File: config.mk
export PLATFORM = sky130hd
export DESIGN_NAME = psu_ctrl
export DESIGN_NICKNAME = d
export VERILOG_FILES = /design/src/rtl/psu_pkg.sv /design/src/rtl/psu_ctrl.sv
export SDC_FILE = /design/constraint.sdc
export NUM_CORES = 1
export LEC_CHECK = 0
export BUFFER_PORTS_ARGS = -buffer_cell sky130_fd_sc_hd__buf_2
export CAP_MARGIN = 15
export CORE_MARGIN = 4
export CORE_UTILIZATION = 30
export CTS_CLUSTER_DIAMETER = 60
export DETAILED_ROUTE_END_ITERATION = 6
export SLEW_MARGIN = 10
export SYNTH_ARGS = -nofsm -noshare
export SYNTH_HDL_FRONTEND = slang
export SYNTH_SLANG_ARGS = --single-unit
export TNS_END_PERCENT = 1
File: constraint.sdc
create_clock -name clk_i -period 3.7 [get_ports clk_i]
set_input_delay 0.185 -clock clk_i [delete_from_list [all_inputs] [get_ports clk_i]]
set_output_delay 0.185 -clock clk_i [all_outputs]
set_load 0.05 [all_outputs]
File: src/rtl/psu_pkg.sv
// package for the particle store update block
// shared types, constants and lane helpers; no dependencies
package psu_pkg;

  localparam int unsigned MAX_PARTICLES = 512;
  localparam int unsigned IDX_W = 9;
  localparam int unsigned CNT_W = 10;
  localparam int unsigned VEC_W = 63;
  localparam int unsigned COL_W = 64;
  localparam int unsigned TIME_W = 32;
  localparam int unsigned T_W = 16;
  localparam int unsigned LANE_W = 21;
  localparam int unsigned CLANE_W = 16;
  localparam int unsigned CFG_IDX_W = 3;
  localparam int unsigned CFG_DATA_W = 64;

  typedef enum logic [1:0] {
    OP_SPAWN = 2'd0,
    OP_TICK  = 2'd1,
    OP_READ  = 2'd2,
    OP_CLEAR = 2'd3
  } psu_op_e;

  typedef enum logic [1:0] {
    STAT_OK     = 2'd0,
    STAT_FULL   = 2'd1,
    STAT_NOLIVE = 2'd2
  } psu_stat_e;

  typedef enum logic [2:0] {
    CFG_DT      = 3'd0,
    CFG_FS      = 3'd1,
    CFG_ACC     = 3'd2,
    CFG_ESCALE  = 3'd3,
    CFG_SCOL    = 3'd4,
    CFG_ECOL    = 3'd5,
    CFG_LIFE    = 3'd6,
    CFG_BB      = 3'd7
  } psu_cfg_e;

  typedef enum logic [1:0] {
    WR_SPAWN = 2'd0,
    WR_MOVE  = 2'd1,
    WR_UPD   = 2'd2
  } psu_wsel_e;

  typedef struct packed {
    logic [VEC_W-1:0]  pos;
    logic [VEC_W-1:0]  vel;
    logic [VEC_W-1:0]  acc;
    logic [VEC_W-1:0]  scl_now;
    logic [VEC_W-1:0]  scl_st;
    logic [VEC_W-1:0]  scl_end;
    logic [VEC_W-1:0]  rot;
    logic [COL_W-1:0]  col_now;
    logic [COL_W-1:0]  col_st;
    logic [COL_W-1:0]  col_end;
    logic [TIME_W-1:0] life;
    logic [TIME_W-1:0] age;
    logic              bb;
  } psu_ent_t;

  typedef struct packed {
    logic             in_load;
    logic             mem_we;
    psu_wsel_e        mem_wsel;
    logic [IDX_W-1:0] mem_waddr;
    logic             mem_re;
    logic [IDX_W-1:0] mem_raddr;
    logic             div_start;
    logic             ent_load;
    logic             out_load;
    logic             out_rd;
    psu_stat_e        out_status;
    logic [CNT_W-1:0] out_live;
  } psu_cmd_t;

  typedef struct packed {
    logic dead;
    logic div_done;
  } psu_sts_t;

  function automatic logic [LANE_W-1:0] sat21(input logic signed [39:0] v);
    logic [LANE_W-1:0] r;
    if (v > 40'sd1048575) begin
      r = 21'h0FFFFF;
    end else if (v < -40'sd1048576) begin
      r = 21'h100000;
    end else begin
      r = v[LANE_W-1:0];
    end
    return r;
  endfunction

  function automatic logic [CLANE_W-1:0] sat16(input logic signed [19:0] v);
    logic [CLANE_W-1:0] r;
    if (v > 20'sd32767) begin
      r = 16'h7FFF;
    end else if (v < -20'sd32768) begin
      r = 16'h8000;
    end else begin
      r = v[CLANE_W-1:0];
    end
    return r;
  endfunction

endpackage

File: src/rtl/psu_ctrl.sv
// controller: opcode sequencing, live count, tick walk and handshakes
// depends on psu_pkg
module psu_ctrl import psu_pkg::*; (
  input  logic             clk_i,
  input  logic             rst_ni,
  input  logic             in_valid_i,
  output logic             in_ready_o,
  input  logic [1:0]       in_op_i,
  input  logic [IDX_W-1:0] in_idx_i,
  output logic             out_valid_o,
  input  logic             out_ready_i,
  input  psu_sts_t         sts_i,
  output psu_cmd_t         cmd_o
);

  typedef enum logic [9:0] {
    ST_IDLE    = 10'b0000000001,
    ST_SPAWN   = 10'b0000000010,
    ST_RD      = 10'b0000000100,
    ST_RD_WAIT = 10'b0000001000,
    ST_TK_RD   = 10'b0000010000,
    ST_TK_CHK  = 10'b0000100000,
    ST_TK_MOV  = 10'b0001000000,
    ST_TK_DIV  = 10'b0010000000,
    ST_TK_LRP  = 10'b0100000000,
    ST_TK_WB   = 10'b1000000000
  } psu_state_e;

  psu_state_e       state_q, state_d;
  logic [CNT_W-1:0] cnt_q, cnt_d, i_q, i_d, cm1;
  logic [IDX_W-1:0] idx_q;
  logic             ov_q, ov_d;
  logic             accept;

  assign in_ready_o  = (state_q == ST_IDLE) && (!ov_q || out_ready_i);
  assign accept      = in_valid_i && in_ready_o;
  assign out_valid_o = ov_q;
  assign cm1         = cnt_q - CNT_W'(1);

  always_comb begin
    state_d = state_q;
    cnt_d   = cnt_q;
    i_d     = i_q;
    cmd_o   = '0;
    cmd_o.mem_wsel   = WR_SPAWN;
    cmd_o.out_status = STAT_OK;
    cmd_o.out_live   = cnt_q;
    case (state_q)
      ST_IDLE: begin
        if (accept) begin
          cmd_o.in_load = 1'b1;
          case (psu_op_e'(in_op_i))
            OP_SPAWN: state_d = ST_SPAWN;
            OP_TICK: begin
              i_d     = '0;
              state_d = ST_TK_RD;
            end
            OP_READ: state_d = ST_RD;
            default: begin
              cnt_d           = '0;
              cmd_o.out_load  = 1'b1;
              cmd_o.out_live  = '0;
            end
          endcase
        end
      end
      ST_SPAWN: begin
        cmd_o.out_load = 1'b1;
        if (cnt_q == CNT_W'(MAX_PARTICLES)) begin
          cmd_o.out_status = STAT_FULL;
        end else begin
          cmd_o.mem_we    = 1'b1;
          cmd_o.mem_waddr = cnt_q[IDX_W-1:0];
          cnt_d           = cnt_q + CNT_W'(1);
          cmd_o.out_live  = cnt_d;
        end
        state_d = ST_IDLE;
      end
      ST_RD: begin
        if ({1'b0, idx_q} >= cnt_q) begin
          cmd_o.out_load   = 1'b1;
          cmd_o.out_status = STAT_NOLIVE;
          state_d          = ST_IDLE;
        end else begin
          cmd_o.mem_re    = 1'b1;
          cmd_o.mem_raddr = idx_q;
          state_d         = ST_RD_WAIT;
        end
      end
      ST_RD_WAIT: begin
        cmd_o.out_load = 1'b1;
        cmd_o.out_rd   = 1'b1;
        state_d        = ST_IDLE;
      end
      ST_TK_RD: begin
        if (i_q >= cnt_q) begin
          cmd_o.out_load = 1'b1;
          state_d        = ST_IDLE;
        end else begin
          cmd_o.mem_re    = 1'b1;
          cmd_o.mem_raddr = i_q[IDX_W-1:0];
          state_d         = ST_TK_CHK;
        end
      end
      ST_TK_CHK: begin
        cmd_o.ent_load = 1'b1;
        if (sts_i.dead) begin
          cnt_d = cm1;
          if (cm1 != i_q) begin
            cmd_o.mem_re    = 1'b1;
            cmd_o.mem_raddr = cm1[IDX_W-1:0];
            state_d         = ST_TK_MOV;
          end else begin
            state_d = ST_TK_RD;
          end
        end else begin
          state_d = ST_TK_DIV;
        end
      end
      ST_TK_MOV: begin
        cmd_o.mem_we    = 1'b1;
        cmd_o.mem_wsel  = WR_MOVE;
        cmd_o.mem_waddr = i_q[IDX_W-1:0];
        state_d         = ST_TK_RD;
      end
      ST_TK_DIV: begin
        if (sts_i.div_done) begin
          state_d = ST_TK_LRP;
        end
      end
      ST_TK_LRP: state_d = ST_TK_WB;
      ST_TK_WB: begin
        cmd_o.mem_we    = 1'b1;
        cmd_o.mem_wsel  = WR_UPD;
        cmd_o.mem_waddr = i_q[IDX_W-1:0];
        i_d             = i_q + CNT_W'(1);
        state_d         = ST_TK_RD;
      end
      default: state_d = ST_IDLE;
    endcase
    // divider starts as the entry is captured
    cmd_o.div_start = (state_q == ST_TK_CHK) && !sts_i.dead;
  end

  always_comb begin
    if (cmd_o.out_load) begin
      ov_d = 1'b1;
    end else if (out_ready_i) begin
      ov_d = 1'b0;
    end else begin
      ov_d = ov_q;
    end
  end

  always_ff @(posedge clk_i or negedge rst_ni) begin
    if (!rst_ni) begin
      state_q <= ST_IDLE;
      cnt_q   <= '0;
      i_q     <= '0;
      ov_q    <= 1'b0;
    end else begin
      state_q <= state_d;
      cnt_q   <= cnt_d;
      i_q     <= i_d;
      ov_q    <= ov_d;
    end
  end

  always_ff @(posedge clk_i) begin
    if (accept) begin
      idx_q <= in_idx_i;
    end
  end

`ifndef SYNTHESIS
  a_cnt_max: assert property (@(posedge clk_i) disable iff (!rst_ni)
    cnt_q <= CNT_W'(MAX_PARTICLES)) else $error("live count above capacity");
  a_mov_src: assert property (@(posedge clk_i) disable iff (!rst_ni)
    (state_q == ST_TK_MOV) |-> (i_q < cnt_q)) else $error("move from a dead slot");
  a_clear: assert property (@(posedge clk_i) disable iff (!rst_ni)
    (accept && in_op_i == OP_CLEAR) |=> (cnt_q == '0)) else $error("clear left entries");
  a_spawn: assert property (@(posedge clk_i) disable iff (!rst_ni)
    (state_q == ST_SPAWN && cnt_q != CNT_W'(MAX_PARTICLES)) |=>
    (cnt_q == $past(cnt_q) + CNT_W'(1))) else $error("spawn did not grow store");
`endif

endmodule
==> results of run 1 <==
==> worst paths after layout <==
check	startpoint	to	slack (ns)	cells after the start
max	cnt_q[1]	cmd_o[21]	0.22	9
min	in_idx_i[0]	idx_q[0]	0.07	1
max reg2reg	cnt_q[1]	state_q[4]	0.80	8
min reg2reg	out_valid_o	out_valid_o	0.54	2
max in group asynchronous	rst_ni	cnt_q[1]	2.66	2
min in group asynchronous	rst_ni	i_q[2]	0.50	2
==> metrics by stage <==
stage          hold WS [ns]  utilization (%)  cells  total power (uW)
6_report             0.0735             35.8    662              3430
3_5_place_dp          0.299             34.0    650              2850
2_1_floorplan        -0.111                -    470              2300
4_1_cts              0.0706             35.5    659              3400
3_3_place_gp          0.290             34.0    650              2820
5_1_grt              0.0655             35.8    662              3700
==> power by group <==
| part | total (uW) | switching, uW | internal (uW) |
|---|---|---|---|
| Combinational | 1950 | 1270 | 689 |
| Sequential | 950 | 341 | 610 |
| Clock | 528 | 190 | 338 |
==> cells in the mapped netlist, drive strengths merged (2+ instances only) <==
library cell	number
nand2	50
o21ai	47
nor2	41
dfrtp	30
ha	28
a21oi	25
clkbuf	25
inv	24
nand3	14
o211ai	14
xnor2	13
nand4	11
nor3	11
and3	10
and2	9
edfxtp	9
xor2	9
buf	8
nand2b	8
nor4	8
or3	8
a31oi	7
a211oi	5
a22o	4
o221ai	4
or4	4
a21o	3
nand3b	3
nor3b	3
o31ai	3
a211o	2
a221oi	2
a41oi	2
and4	2
clkinv	2
nand4b	2
o21a	2
o22ai	2
o311ai	2
or2	2
==> cell type report <==
type | count | share of cell area [%]
Clock buffer | 6 | 3.24
Clock inverter | 2 | 0.905
Inverter | 26 | 2.28
Multi-Input combinational cell | 371 | 55.8
Sequential cell | 40 | 24.5
Tap cell | 147 | 4.29
Timing Repair Buffer | 70 | 8.99
==> layer usage <==
metal | global-route usage [%] | wire, um | vias up
met5 | 0 | 0 | -
met4 | 4.13 | 217 | 0
met2 | 28.7 | 5810 | 172
met1 | 23.8 | 5440 | 1816
li1 | - | - | 1803
met3 | 3.11 | 906 | 20
==> state kept, by name, summed over array words and instances (netlist names) <==
name	flops
cnt_q	10
idx_q	9
out_valid_o	1
i_q	10
state_q	10
==> logic make-up (layout without fill, tap and decap cells) <==
logic type                 Yosys count  after routing  synth area share [%]
and+or+nand+nor                    189            189                  26.9
AOI/OAI and AO/OA                  132            132                  23.2
buffers and inverters               59            104                  6.37
DFF                                 40             40                  28.6
adders and majority gates           28             28                  9.58
xor gates and xnor gates            22             22                  5.27
==> critical path: cells and delay by family, from the launching register on <==
| family | cells | cell delay (ns) |
|---|---|---|
| compound gates | 3 | 0.75 |
| fa+ha+maj | 1 | 0.29 |
| buf+inv | 2 | 0.41 |
| flops | 1 | 0.48 |
| simple gates | 3 | 1.05 |
==> timing repair <==
item                                    in CTS  in global routing
gates resized for setup                      0                  4
endpoints found under the hold margin       19                  0
endpoints found under the setup margin       0                  7
hold buffers                                 1                  0
setup buffers                                0                  2
==> summary by stage, run 1 <==
Setup path
STA classifies the critical path endpoint as an output pin. Traced cell by cell, the critical path runs through inv_1 -> ha_2 -> or4b_1 -> nor4_4 -> o2111a_1 -> nand4b_1 -> o21ai_4 -> o221ai_1 -> buf_2. The biggest cell delay along the critical path is 0.55 ns. STA classifies the critical path startpoint as a register.

The required arrival time at the worst endpoint is 3.51 ns. The critical path's slowest cell is sky130_fd_sc_hd__or4b_1. The data arrival time of the worst path is between 3 and 4 ns. The critical setup path kind is register to output pin. Along the worst path, the maximum fanout reaches 12.

Synth
The sequential share of the synthesized area is 28.6%. After synthesis, the share of flip-flops with an asynchronous set or reset is 77.5%. Synthesis instantiated 60 different standard cells from the library.

The fraction of synthesized cell area taken by the top area cell type is around 21%. The synthesized flop and latch total is 40. A synthesized cell averages ~7.8 um2.

Counting flops with a built-in enable in the synthesized netlist gives 9. The synthesized design spends more area on one cell type than any other, namely sky130_fd_sc_hd__dfrtp_1. Counting every net in the synthesized netlist gives between 500 and 600. The prevailing post-synth register cell is sky130_fd_sc_hd__dfrtp_1. After synthesis, the cell types taking the most area are sky130_fd_sc_hd__dfrtp_1, sky130_fd_sc_hd__ha_1, sky130_fd_sc_hd__edfxtp_1, sky130_fd_sc_hd__o21ai_0, sky130_fd_sc_hd__nand2_1.

Counting every instance in the synthesized netlist gives 470. The synthesized area is around 3700 um2. The yosys synthesis warning count is 0.

Floorplan
The area of the core is 12,000 um2. Measured along the x axis, the die boundary spans 118 um. The total die area is 14,000 um2.

The starting utilization of the core area is 30.6%. After floorplanning, the core was divided into 40 placement rows. In this run the count of I/O pins placed on the die edge is 58. The vertical die dimension is 118 um.

CTS
Clock-pin slew was measured on the worst setup and hold paths at 0.07 ns. In this run the deepest clock path goes through 2 buffers. The root cell of the clock tree is sky130_fd_sc_hd__clkbuf_16.

The H-tree was split into 2 levels. The clock insertion delay at the later pin of the skew report is 0.29 ns. TritonCTS built the clock tree. The CTS buffer count is 5. CTS saw 40 sinks.

Final layout
Leaving out fill and tap cells, the most frequent cell in the layout is sky130_fd_sc_hd__buf_2. The layout-stage area growth over the synthesis result is 17.2%. In the layout the commonest cells are sky130_fd_sc_hd__buf_2, sky130_fd_sc_hd__nand2_1, sky130_fd_sc_hd__o21ai_0. The count of antenna diodes in the layout is 0. The filler cells instantiated in the layout total roughly 1,300.

Of the cells placed in the final design, the portion with a size suffix greater than 1 is between 15 and 20%. The number of nets in the layout is 559. The flip-flop and latch area is 1050 um2.

In the final layout, the multi-input gates occupy 2390 um2. The area of all placed cells without fillers is 4290 um2.

Timing
Setup total negative slack on the finished layout was measured at 0 ns. The portion of the clock cycle consumed by the worst path in the final layout is between 90% and 100%. The count of endpoints failing hold in the final timing report is 0. The worst pin sits at a relative slew slack of 48.2%.

Setup slack closes at 0.221 ns. Setup repair after global routing left no endpoint under its margin. For this run, the top clock speed supported by timing is 287 MHz. The transition time at the pin with the least slew margin is 0.777 ns. The time the worst path needs with I/O delays and setup is 3.48 ns. Setup violations remaining at the end of the flow were counted as 0.

The number of pins exceeding their max-slew limit in the final report is 0. The worst-case clock skew is between 0.01 and 0.015 ns.

Pwr
Power spread over the standard cell area amounts to 801 nW/um2. The leakage dissipation is 0.00190 uW. IR analysis of the VDD net gives a maximum drop of 0.508 mV.

Routing
The DRC violations left is 0. Summed over all layers, the routed wires come to 12.4 mm. The routed wire length per instance is 18.7 um.

The routed layout has 3,811 vias. The average vias per placed instance is 5.76. The initial DRC count is 253. The detailed-router iteration count before antenna repair is 5. The number of routed nets with antenna violations is 0.

Run status
The flow ran to the end, and the final reports show no timing, DRC or antenna violations.

Global route
The first global-routing pass estimated roughly 20 mm of wire. The number of antenna violations at the first check in global routing is 0. Entering global routing, the biggest net connects 32 pins. For this run the aggregate overflow at the end of global routing stands at 0. The via count of the first global-routing pass is 3,710. Across every metal layer, demand over resource in global routing totals between 15 and 20%.

Place
At the end of routability-driven placement, the weighted congestion stood at 0.945. The number of buffers added on ports is 57. The worst setup timing slack at the placement stage is between 0.3 and 0.4 ns. In this run the cell area measured after placement is 4060 um2. The HPWL after detailed placement is about 9.4 mm.

Flow run
The tool flagged a number of max-cap violations equal to 0.

Hold path
The min-delay analysis places its worst path in the category input port to register.
Note: power is estimated with default switching activity, not from simulation.
==> run 2: changes to the inputs <==
--- a/config.mk
+++ b/config.mk
@@ -5,12 +5,14 @@
 export SDC_FILE = /design/constraint.sdc
 export NUM_CORES = 1
 export LEC_CHECK = 0
+export ABC_AREA = 1
 export BUFFER_PORTS_ARGS = -buffer_cell sky130_fd_sc_hd__buf_2
 export CAP_MARGIN = 15
 export CORE_MARGIN = 4
 export CORE_UTILIZATION = 30
 export CTS_CLUSTER_DIAMETER = 60
 export DETAILED_ROUTE_END_ITERATION = 6
+export RECOVER_POWER = 100
 export SLEW_MARGIN = 10
 export SYNTH_ARGS = -nofsm -noshare
 export SYNTH_HDL_FRONTEND = slang
==> summary by stage, run 2 <==
Run status
The run finished, with violations left. The final reports fail on capacitance limit, slew limit.

Setup path
The launching point of the worst reg2reg path is state_q[0]. STA classifies the critical path endpoint as an output pin. The kind of start point of the critical path is a register. STA puts the critical path data required time at 3.51 ns. The top fanout value on the critical path is 10. The critical path is of the register to output pin type. Counting cells, the worst reg-to-reg path comes to 9. The capturing point of the worst reg2reg path is cnt_q[0]. The reg-to-reg setup timing slack is 1.05 ns. The data arrival time of the worst path is 3.25 ns.

Final layout
The top cell types in the final layout, fill and taps aside, are sky130_fd_sc_hd__nand2_1, sky130_fd_sc_hd__inv_1, sky130_fd_sc_hd__nor2_1. The fraction of layout instances using a drive strength above 1 is under 10%. Leaving out fill and tap cells, the most frequent cell in the layout is sky130_fd_sc_hd__nand2_1.

The repair_antennas step left the layout with diodes totalling 0. The layout-stage area growth over the synthesis result is 15.0%. The final layout contains 646 nets. The flip-flop and latch area is roughly 1000 um2. In the final layout, the registers with the most flip-flops are cnt_q: 10 flops, i_q: 10 flops, state_q: 10 flops. Summing all multi-input logic gate instances after layout gives 2250 um2. Counting the fill cells in the layout gives 1,291.

Routing
The post-detailed-routing wire length is 12.6 mm. In this run, the number of DRC markers left after iteration 0 of detailed routing was 250. The routed wire length per instance is 16.9 um.

The total via count after detailed routing is 3,886. The number of routed nets with antenna violations is 0. In the routed design, unresolved DRC markers number 0. The pre-antenna-repair detailed-routing pass consisted of 5 iterations. In the routed layout, each cell is associated on average with a via count of 5.22.

Synth
Summing every instance area after synthesis gives ~3600 um2. Counting every instance in the synthesized netlist gives 536. The total nets after synthesis is 581. The synthesized netlist devotes about a third of its cell area to simple gates. The leading cell type by number of instances after synthesis is sky130_fd_sc_hd__nand2_1. The unique cell type count in the Yosys netlist is 43. By area, the combinational part of the netlist is dominated by simple AND/OR/NAND/NOR gates. For this run, the leading register cell type out of synthesis is sky130_fd_sc_hd__dfrtp_1.

The synthesized design contains 9 enable-type register cells. The async set or reset register ratio after synthesis is 77.5%. The yosys synthesis warning count is 0.

The sequential share of the synthesized area is between 20% and 30%. In the post-synthesis netlist, the biggest area contributors are sky130_fd_sc_hd__dfrtp_1, sky130_fd_sc_hd__nand2_1, sky130_fd_sc_hd__ha_1, sky130_fd_sc_hd__edfxtp_1, sky130_fd_sc_hd__inv_1. The top cell type by total area after synthesis is sky130_fd_sc_hd__dfrtp_1. Dividing the synthesized area by the synthesized cell count gives between 6 and 7 um2.

Multiplexer cells account for 0% of the synthesized area. The synthesized netlist devotes under 10% of its cell area to adder and majority cells. The synthesized netlist devotes 2.30% of its cell area to XOR and XNOR gates. The fraction of synthesized cell area taken by the top area cell type is about a fifth.

The synthesized-area fraction occupied by ao, oa, aoi and oai cells is 15.8%. After synthesis the netlist holds a flip-flop and latch count of 40. Counting instances in the post-synthesis netlist gives the leading cell types as sky130_fd_sc_hd__nand2_1, sky130_fd_sc_hd__inv_1, sky130_fd_sc_hd__nor2_1, sky130_fd_sc_hd__nand3_1.

Timing
Summed over all failing endpoints, the final setup total negative slack is 0 ns. The count of endpoints failing hold in the final timing report is 0. The number of pins exceeding their max-slew limit in the final report was 32.

The portion of the clock cycle consumed by the worst path in the final layout is 92.9%. The minimum setup slack in the final design is 0.264 ns. Setup violations remaining at the end of the flow were counted as 0.

Clock skew on the completed layout was measured at roughly 0.0069 ns. Headroom to the max-slew limit came out at -23.7%. Setup repair after global routing left no endpoint under its margin. The time the worst path needs with I/O delays and setup is 3.44 ns. For this run, the top clock speed supported by timing is 291 MHz.

At the pin with the least slew margin, the transition time is 1.86 ns.

CTS
The root cell of the clock tree is sky130_fd_sc_hd__clkbuf_16. The clock tree synthesis step divided the H-tree into 2 levels. The CTS buffer count is 5. TritonCTS built the clock tree. The CTS clock-pin slew for the worst setup and hold paths is around 0.07 ns.

The clock insertion delay at the later pin of the skew report is slightly below 0.3 ns. After clock tree synthesis, the repair step resized 0 gates. The clock sink count is 40.

In this run, post-CTS hold repair placed 0 buffers. The buffer count from post-CTS setup fixing is 0. In this run the deepest clock path goes through 2 buffers.

Floorplan
The vertical die dimension is roughly 120 um. Row generation in the floorplan step produced 39 rows. The starting utilization of the core area is 31.2%. Pin placement for this block handled 58 I/O pins. The area of the core is between 10,000 and 15,000 um2. The die boundary width is 118 um. The floorplan step defined a die boundary enclosing 14,000 um2.

Hold path
The tightest min-delay check is of the input port to register type. The hold-critical path depth is 1. The terminating pin of the worst hold path is idx_q[6]. The beginning of the worst hold path is in_idx_i[6].

Place
The congestion estimate from routability-driven global placement came to 0.943. During placement, the flow inserted port buffers numbering 57. The worst setup timing slack at the placement stage is 0.865 ns. The HPWL after detailed placement is 10.1 mm.

Global route
The via count of the first global-routing pass is 3,859. Entering global routing, the biggest net connects 32 pins. For this run, the total global-route usage over all layers was measured as 18.0%. The number of antenna violations at the first check in global routing is 0. After global routing the overflow that remains totals 0.

The first global-routing pass estimated 20.4 mm of wire.

Pwr
Across the VDD grid, the largest voltage drop is 0.461 mV. Power spread over the standard cell area amounts to just under 1000 nW/um2. The power after layout is 4110 uW.

The leakage dissipation is approximately 0.0021 uW.

Flow run
The max-capacitance violation count is 1.
## run 2: changes by cell type after synthesis, sizes merged, moves of 10 or more
cell / change
clkbuf: -25
nor2: +19
xnor2: -13
inv: +46
and3: -10
o22ai: +11
nand3: +32
nand2: +94
## run 2: cell families after synthesis
family                     after synthesis
AOI/OAI and AO/OA                       92
adders and majority gates               28
xor gates and xnor gates                 8
and+or+nand+nor                        285
buffers and inverters                   83
DFF                                     40
## run 2: worst max path at each step
stage / startpoint / end
final: cnt_q[8] / cmd_o[18]
after global routing: cnt_q[8] / cmd_o[18]
after CTS: cnt_q[7] / cmd_o[21]
after detailed placement: cnt_q[7] / cmd_o[21]
after global placement: cnt_q[8] / cmd_o[18]
after floorplan: state_q[9] / cmd_o[13]
## run 2: power by group
group | internal [uW] | switching, uW | total (uW)
Combinational | 828 | 2020 | 2840
Sequential | 612 | 219 | 831
Clock | 249 | 184 | 433
## run 2: through the flow
stage,hold WS [ns],util (%),area [um2],cells
floorplan,-0.111,-,3640,536
global placement,0.312,35.4,4120,737
detailed placement,0.307,35.4,4120,737
CTS,0.00719,36.5,4260,745
global route,0.0756,35.9,4190,745
finish,0.0729,35.9,4190,745
## run 2: worst max-delay path, stage by stage (launching register included)
cell and delay [ns]:
sky130_fd_sc_hd__dfrtp_1 0.48, sky130_fd_sc_hd__clkinv_1 0.24, sky130_fd_sc_hd__clkbuf_1 0.23, sky130_fd_sc_hd__ha_1 0.32, sky130_fd_sc_hd__nand2_1 0.12, sky130_fd_sc_hd__nor2_1 0.08
sky130_fd_sc_hd__o211ai_1 0.09, sky130_fd_sc_hd__o2111ai_1 0.26, sky130_fd_sc_hd__nor2_1 0.20, sky130_fd_sc_hd__buf_4 0.22, sky130_fd_sc_hd__nand2_1 0.07, sky130_fd_sc_hd__nand2_1 0.06
sky130_fd_sc_hd__inv_1 0.04, sky130_fd_sc_hd__nand2_1 0.09, sky130_fd_sc_hd__clkbuf_1 0.47
## run 2: area by class of cell
class	count	share of cell area [%]
multi-input combinational	413	53.7
sequential	40	25.0
inverter	78	7.05
timing repair buffer	63	6.78
tap	143	4.27
clock buffer	7	3.17
clock inverter	1	0.0896
## run 2: routing by layer
| metal | vias up | GRT usage (%) | wire length [um] |
|---|---|---|---|
| met5 | - | 0 | 0 |
| met2 | 151 | 30.2 | 5920 |
| met1 | 1799 | 24.2 | 5620 |
| met3 | 16 | 2.67 | 800 |
| li1 | 1920 | - | - |
| met4 | 0 | 4.54 | 218 |
